File: src/sv/keyed_count_table_macros.svh
// Assertion macros shared by the keyed count table RTL.
// Each macro expects clk and rst_n to be visible in the including scope.
`ifndef KEYED_COUNT_TABLE_MACROS_SVH
`define KEYED_COUNT_TABLE_MACROS_SVH

// A condition that must hold at every clock edge outside reset.
`define KCT_ASSERT_ALWAYS(label, expr, msg) \
  label: assert property (@(posedge clk) disable iff (!rst_n) (expr)) else $error(msg);

// A condition that, once seen, must be followed by another on the next edge.
`define KCT_ASSERT_NEXT(label, ante, cons, msg) \
  label: assert property (@(posedge clk) disable iff (!rst_n) (ante) |=> (cons)) \
    else $error(msg);

`endif

File: src/sv/kct_pkg.sv
// Types and constants for the keyed count table.
// No dependencies; imported by kct_cell and keyed_count_table.
`timescale 1ns / 1ps
`default_nettype none

package kct_pkg;

  localparam int KEY_W      = 16;
  localparam int CNT_W      = 32;
  localparam int POS_W      = 6;
  localparam int USED_OUT_W = 7;
  localparam int IN_DATA_W  = 56;
  localparam int OUT_DATA_W = 56;
  localparam int USER_W     = 2;

  localparam logic signed [CNT_W-1:0] CNT_MAX = 32'sh7FFF_FFFF;
  localparam logic signed [CNT_W-1:0] CNT_MIN = 32'sh8000_0000;

  typedef enum logic [1:0] {
    OP_ADD    = 2'd0,
    OP_LOOKUP = 2'd1,
    OP_READ   = 2'd2,
    OP_NONE   = 2'd3
  } opcode_t;

  typedef enum logic [1:0] {
    ST_OK        = 2'd0,
    ST_NOT_FOUND = 2'd1,
    ST_FULL      = 2'd2,
    ST_RANGE     = 2'd3
  } status_t;

  // Request travelling down the row of cells, with the answer gathered so far.
  typedef struct packed {
    opcode_t                 op;
    logic [KEY_W-1:0]        key;
    logic signed [CNT_W-1:0] amount;
    logic [POS_W-1:0]        pos;
    logic                    hit;
    logic                    append;
    logic [KEY_W-1:0]        res_key;
    logic signed [CNT_W-1:0] res_count;
  } tok_t;

  // Per-cell occupancy as seen from the fill count.
  typedef struct packed {
    logic valid;  // cell holds an entry
    logic free;   // cell is the next slot to be appended
  } cell_ctl_t;

endpackage

`default_nettype wire

File: src/sv/kct_cell.sv
// One entry of the keyed count table: stores a key and count and serves
// the request passing through it. Depends on kct_pkg.
`timescale 1ns / 1ps
`default_nettype none

module kct_cell
  import kct_pkg::*;
#(
  parameter int CELL_INDEX = 0
) (
  input  wire        clk,
  input  wire        rst_n,
  input  wire        in_vld,
  input  tok_t       in_tok,
  input  cell_ctl_t  ctl,
  output logic       out_vld,
  output tok_t       out_tok
);

  // Only cells that a six-bit position can name take part in reads.
  localparam bit POS_REACH = (CELL_INDEX < (1 << POS_W));

  logic [KEY_W-1:0]        key_r, key_nxt;
  logic signed [CNT_W-1:0] count_r, count_nxt;
  logic                    vld_r;
  tok_t                    tok_r, tok_nxt;
  logic signed [CNT_W:0]   sum_w;
  logic signed [CNT_W-1:0] sum_sat;
  logic                    key_match;
  logic                    pos_match;

  // Saturating sum of the stored count and the request amount.
  always_comb begin
    sum_w = {count_r[CNT_W-1], count_r} + {in_tok.amount[CNT_W-1], in_tok.amount};
    if (sum_w[CNT_W] != sum_w[CNT_W-1]) begin
      sum_sat = sum_w[CNT_W] ? CNT_MIN : CNT_MAX;
    end else begin
      sum_sat = sum_w[CNT_W-1:0];
    end
  end

  assign key_match = ctl.valid && (key_r == in_tok.key);
  assign pos_match = POS_REACH && ctl.valid && (in_tok.pos == POS_W'(CELL_INDEX));

  // Serve the request unless an earlier cell has already answered it.
  always_comb begin
    key_nxt   = key_r;
    count_nxt = count_r;
    tok_nxt   = in_tok;
    if (in_vld && !in_tok.hit) begin
      case (in_tok.op)
        OP_ADD: begin
          if (key_match) begin
            count_nxt         = sum_sat;
            tok_nxt.hit       = 1'b1;
            tok_nxt.res_key   = key_r;
            tok_nxt.res_count = sum_sat;
          end else if (ctl.free) begin
            key_nxt           = in_tok.key;
            count_nxt         = in_tok.amount;
            tok_nxt.hit       = 1'b1;
            tok_nxt.append    = 1'b1;
            tok_nxt.res_key   = in_tok.key;
            tok_nxt.res_count = in_tok.amount;
          end
        end
        OP_LOOKUP: begin
          if (key_match) begin
            tok_nxt.hit       = 1'b1;
            tok_nxt.res_key   = key_r;
            tok_nxt.res_count = count_r;
          end
        end
        OP_READ: begin
          if (pos_match) begin
            tok_nxt.hit       = 1'b1;
            tok_nxt.res_key   = key_r;
            tok_nxt.res_count = count_r;
          end
        end
        default: begin
        end
      endcase
    end
  end

  // Request valid flag is control state and is cleared by reset.
  always_ff @(posedge clk) begin
    if (!rst_n) begin
      vld_r <= 1'b0;
    end else begin
      vld_r <= in_vld;
    end
  end

  // Entry and request payload carry no reset.
  always_ff @(posedge clk) begin
    key_r   <= key_nxt;
    count_r <= count_nxt;
    tok_r   <= tok_nxt;
  end

  assign out_vld = vld_r;
  assign out_tok = tok_r;

endmodule

`default_nettype wire

File: config.mk
export PLATFORM = sky130hd
export DESIGN_NAME = kct_cell
export DESIGN_NICKNAME = d
export VERILOG_FILES = /design/src/sv/keyed_count_table_macros.svh /design/src/sv/kct_pkg.sv /design/src/sv/kct_cell.sv
export SDC_FILE = /design/constraint.sdc
export NUM_CORES = 1
export LEC_CHECK = 0
export ABC_CLOCK_PERIOD_IN_PS = 12570
export BUFFER_PORTS_ARGS = -buffer_cell sky130_fd_sc_hd__buf_2
export CAP_MARGIN = 25
export CORE_AREA = 8 8 92 176
export CTS_CLUSTER_DIAMETER = 120
export DETAILED_ROUTE_END_ITERATION = 8
export DIE_AREA = 0 0 100 184
export PLACE_DENSITY = 0.85
export SLEW_MARGIN = 20
export SYNTH_ARGS = -nofsm -noshare
export SYNTH_HDL_FRONTEND = slang
export SYNTH_SLANG_ARGS = --single-unit
File: constraint.sdc
create_clock -name clk -period 12.57 [get_ports clk]
set_input_delay 0 -clock clk [delete_from_list [all_inputs] [get_ports clk]]
set_output_delay 0 -clock clk [all_outputs]
set_load 0.05 [all_outputs]
=== Word level (Yosys, flattened, before mapping) ===
Index checks and enable logic that the tools add are counted.

* Output and inout port bits: 107
* Register bits: 155

* Multiplexer cells: 16
* $add $sub $neg: 1
* Equality and inequality tests: 4
* Reductions and logical operators: 9
* Bitwise gates (word level): 1

{| class="wikitable"
|+ Operators by type and width
! kind !! count
|-
| two-way mux 48 bit || 3
|-
| case mux 48 bit (3 select lines) || 1
|-
| two-way mux 32 bit || 4
|-
| two-way mux 50 bit || 2
|-
| adder 32 x 32 -> 33 bit || 1
|-
| equality test 16 bit || 1
|-
| logical NOT 6 bit || 1
|-
| two-way mux 1 bit || 5
|-
| AND reduction 4 bit || 1
|-
| logical AND 1 bit || 3
|-
| case mux 1 bit (3 select lines) || 1
|-
| AND reduction 3 bit || 1
|-
| equality test 2 x 1 -> 1 bit (second input constant) || 1
|-
| equality test 2 bit (second input constant) || 1
|-
| logical NOT 2 bit || 1
|-
| nonzero test 2 bit || 1
|-
| logical NOT 1 bit || 1
|-
| != test 1 bit || 1
|-
| inverter 1 bit || 1
|}

=== Longest topological paths before layout ===
* Depth after elaboration: 6
* Mapped depth: 17

=== Worst setup path after synthesis ===
Ideal clock, no wire load.

* Path type: register to register
* From: reg key_r[0]
* To: reg count_r[0] (enable)
* Setup time: 468 ps
* Setup slack: 7961 ps
* Data required time: 12102 ps
* Data arrival time: 4141 ps
* Cell stages (with the launch flop): 7
* Cells stage by stage: edfxtp_1 > xor2_1 > nor4_1 > nand2_1 > nor4_1 > o21ai_0 > nor3b_1

* Word-level cells in the longest chain between the ends: 4

{| class="wikitable"
|+ RTL lines
! item !! RTL line !! source
|-
| from (decl) || kct_cell.sv:23 || <nowiki>logic [KEY_W-1:0] key_r, key_nxt;</nowiki>
|-
| from (signal assigned) || kct_cell.sv:98 || <nowiki>key_r <= key_nxt;</nowiki>
|-
| equality test 16 bit || kct_cell.sv:42 || <nowiki>assign key_match = ctl.valid && (key_r == in_tok.key);</nowiki>
|-
| logical AND 1 bit || kct_cell.sv:42 ||
|-
| nonzero test 2 bit (no line) || - ||
|-
| AND reduction 3 bit (no line) || - ||
|-
| to (signal assigned) || kct_cell.sv:99 || <nowiki>count_r <= count_nxt;</nowiki>
|-
| to (decl) || kct_cell.sv:24 || <nowiki>logic signed [CNT_W-1:0] count_r, count_nxt;</nowiki>
|}

Every way passes these cells.
A chain may end at the register's enable or synchronous reset.

=== Worst setup path after layout ===
* From: reg count_r[1]
* To: reg count_r[24] (data pin)

* Word-level cells in the longest chain between the ends: 4

{| class="wikitable"
|+ RTL lines
! item !! RTL line !! source
|-
| adder 32 x 32 -> 33 bit * || kct_cell.sv:34 || <nowiki>sum_w = {count_r[CNT_W-1], count_r} + {in_tok.amount[CNT_W-1], in_tok.amount};</nowiki>
|-
| two-way mux 32 bit / != test 1 bit (equally long branches) || kct_cell.sv:36, kct_cell.sv:35 ||
|-
| two-way mux 32 bit * || kct_cell.sv:35 || <nowiki>if (sum_w[CNT_W] != sum_w[CNT_W-1]) begin</nowiki>
|-
| two-way mux 32 bit * || kct_cell.sv:53 || <nowiki>if (key_match) begin</nowiki>
|}

Every way passes the cells marked *; elsewhere a longest branch is shown, timed or not.

==> qor.txt <==
Placer Congestion - 0.969
share of layout cells above drive strength 1 - 26.7%
PortBufs - 217
clock root buffer - clkbuf_16
slowest CP cell - o31ai_2
number of fill cells - 881
number of global-route vias before repair - 8448
synthesized net count - 963
Top cell by count, worst path - a21oi_1
ys async rst share - 0%
#FFs+latches synth - 155
Worst Hold Class - input port to flip-flop
Initial Util - 55.8%
Leakage Power - 0.00469 uW
status - finished clean
Worst Skew - 0.0111 ns
fin nets - 1281
Slew HR - 31.0%
wire length per cell - 21.7 microns
post-route setup TNS - 0 ns
htree depth - 4
worst slew pin tran - 1.03 ns
endpoint type of the worst setup path - flip-flop
initial antenna violation count - 1
YS warnings - 0
via count - 8180
Reg clk slew, reported paths - 0.07 ns
Post-DP HPWL - 17.1 mm
Longest Clk Path Bufs - 2
Buf/Inv on CP - 2
final setup fails - 0
die area - 0.0184 sq mm
RSZ-0062 raised after global routing - false
Die H - 184 microns
slowest stage delay, CP - 0.73 ns
first-pass GRT wire length - 44.5 mm
Min Hold Slack - 0.235 ns
core area - 0.0139 sq mm
startpoint types - flip-flop
first drt pass iteration count - 7
total CTS buffers - 17
crit path DAT - 5.44 ns
crit path time final - 5.16 ns
Max Fclk - 194 MHz
grt ovf - 0
Sink Count - 155
leading area contributor after synthesis - dfxtp_1
Cell Rows - 61
final-report hold violation count - 0
top-area cell type share of the netlist area - 27.6%
Syn Inst Count - 813
Core Util, Final - 77.3%
max-slew violation count - 0
DRT iter0 DRCs - 757
Die Span X - 100 microns
unique cell type count in the Yosys netlist - 55
Worst Path Required - 12.85 ns
Max FO, Critical Path - 31
CP delay by family, top - compound AO/OA/AOI/OAI gates
Area growth, synth to finish - 38.7%
drt drc - 0
IO Count - 218
max_cap viols - 0
clk_lat worst skew - 0.44 ns
PwrDens - 128 mW/mm^2
Synth Area per Inst - 9.53 sq um
Final ANT Viol Nets - 0
Mapped Area - 0.00775 sq mm
post-synthesis sequential area ratio - 46.3%
ranking of synthesized cells by area - dfxtp_1 28%, edfxtp_1 19%, ha_1 6.1%
Via density - 6.13
Multi-input gate area - 0.00401 sq mm
gr usage total - 31.1%
Max IR drop VDD - 0.000112 V
Reg area - 0.00358 sq mm
WL final - 28.9 mm
crit share post-route - 41.1%
kind of critical path - flip-flop to flip-flop
largest net degree at the start of global routing - 49
cells along the critical path - ha_1, a211oi_1, nor3_1, a211oi_1, a21oi_1, nor2_1, o221ai_1, a21oi_1, xnor2_1, ha_1, inv_1, o31ai_2, buf_4, a21oi_1, nor2_1
CTS tree - done
EDFF count, synth - 48
Power Total - 1380 uW
Post-synth top flop - dfxtp_1
-- kinds of logic (layout without fill, tap and decap cells) --
logic type | after synthesis | count (layout) | share of synthesized area, %
AOI/OAI and AO/OA | 266 | 266 | 21.4
and+or+nand+nor | 223 | 223 | 13.2
DFF | 155 | 155 | 46.3
buffers and inverters | 47 | 378 | 2.36
xor gates and xnor gates | 42 | 42 | 4.75
muxes | 41 | 41 | 5.68
adders and majority gates | 39 | 39 | 6.40
other | 0 | 1 | 0
-- state kept, by name, indices dropped and copies added, names as in the netlist --
register,cells
count_r,32
out_tok,106
key_r,16
out_vld,1
-- power by group --
group	internal, uW	switching [uW]
clock	300	226
sequential	540	8.51
combinational	105	199
total	946	433
-- layer usage --
layer	GRT usage (%)	wire (microns)
met1	29.0	9320
met2	57.6	15400
met3	6.68	2360
met4	22.4	1890
met5	0	0
-- stage by stage --
step	instances	setup WS (ns)	cell area, sq um
5_1_grt	1334	6.98	10700
6_report	1334	7.41	10700
4_1_cts	1332	7.54	10700
3_3_place_gp	1192	7.80	9030
3_5_place_dp	1192	7.62	9030
2_1_floorplan	813	7.96	7750
-- cell usage in the layout (no fill, tap or decap), drive strengths merged, types with 4 or more instances in the layout --
| cell type | Yosys | final |
|---|---|---|
| a211oi | 5 | 5 |
| a21boi | 5 | 5 |
| a21o | 15 | 15 |
| a21oi | 67 | 67 |
| a221oi | 7 | 7 |
| a22oi | 24 | 24 |
| a31oi | 10 | 10 |
| and2 | 5 | 5 |
| and3 | 10 | 10 |
| buf | 6 | 228 |
| clkbuf | 31 | 19 |
| clkinv | 0 | 4 |
| dfxtp | 107 | 107 |
| dlygate4sd3 | 0 | 108 |
| edfxtp | 48 | 48 |
| ha | 38 | 38 |
| inv | 10 | 18 |
| mux2 | 24 | 24 |
| mux2i | 17 | 17 |
| nand2 | 55 | 55 |
| nand2b | 5 | 5 |
| nand3 | 14 | 14 |
| nand4 | 9 | 9 |
| nor2 | 90 | 90 |
| nor2b | 4 | 4 |
| nor3 | 9 | 9 |
| nor4 | 6 | 6 |
| o211ai | 5 | 5 |
| o21a | 11 | 11 |
| o21ai | 94 | 94 |
| o21bai | 6 | 6 |
| or2 | 4 | 4 |
| or3 | 4 | 4 |
| xnor2 | 28 | 28 |
| xor2 | 14 | 14 |
-- worst register-to-register path, stage by stage, from the launching register on --
cell      delay, ns
edfxtp_1       0.45
ha_1           0.33
a211oi_1       0.35
nor3_1         0.14
a211oi_1       0.46
a21oi_1        0.17
nor2_1         0.19
o221ai_1       0.13
a21oi_1        0.27
xnor2_1        0.11
ha_1           0.48
inv_1          0.54
o31ai_2        0.74
buf_4          0.36
a21oi_1        0.13
nor2_1         0.18
-- synth_stat cells, types with 17 or more instances --
library cell and instances:
a21oi_1 67, a22oi_1 24, clkbuf_1 31, dfxtp_1 107
edfxtp_1 48, ha_1 38, mux2_2 24, mux2i_1 17
nand2_1 55, nor2_1 90, o21ai_0 36, o21ai_1 58
xnor2_1 28
-- repair_timing --
item,CTS,global route
hold endpoints to repair,154,0
hold buffers,108,0
setup buffers,0,0
resized for setup,0,0
-- area by class of cell --
class	count	share of cell area, %
clock buffers	19	4.43
clock inverters	13	1.15
flip-flops and latches	155	33.4
multi-input cells	611	37.4
inverters	10	0.349
well taps	189	2.20
diodes	1	0.0233
repair buffers	336	21.1
-- path summary, 6_finish.rpt --
check	from	endpoint	slack, ns	cells past startpoint
setup / recovery	count_r[1]	count_r[24]	7.41	15
hold reg to reg	count_r[25]	out_tok[25]	0.52	2
setup reg to reg	count_r[1]	count_r[24]	7.41	15
hold / removal	in_tok[52]	out_tok[52]	0.24	2
No activity file was read; power rests on OpenSTA's default activity.
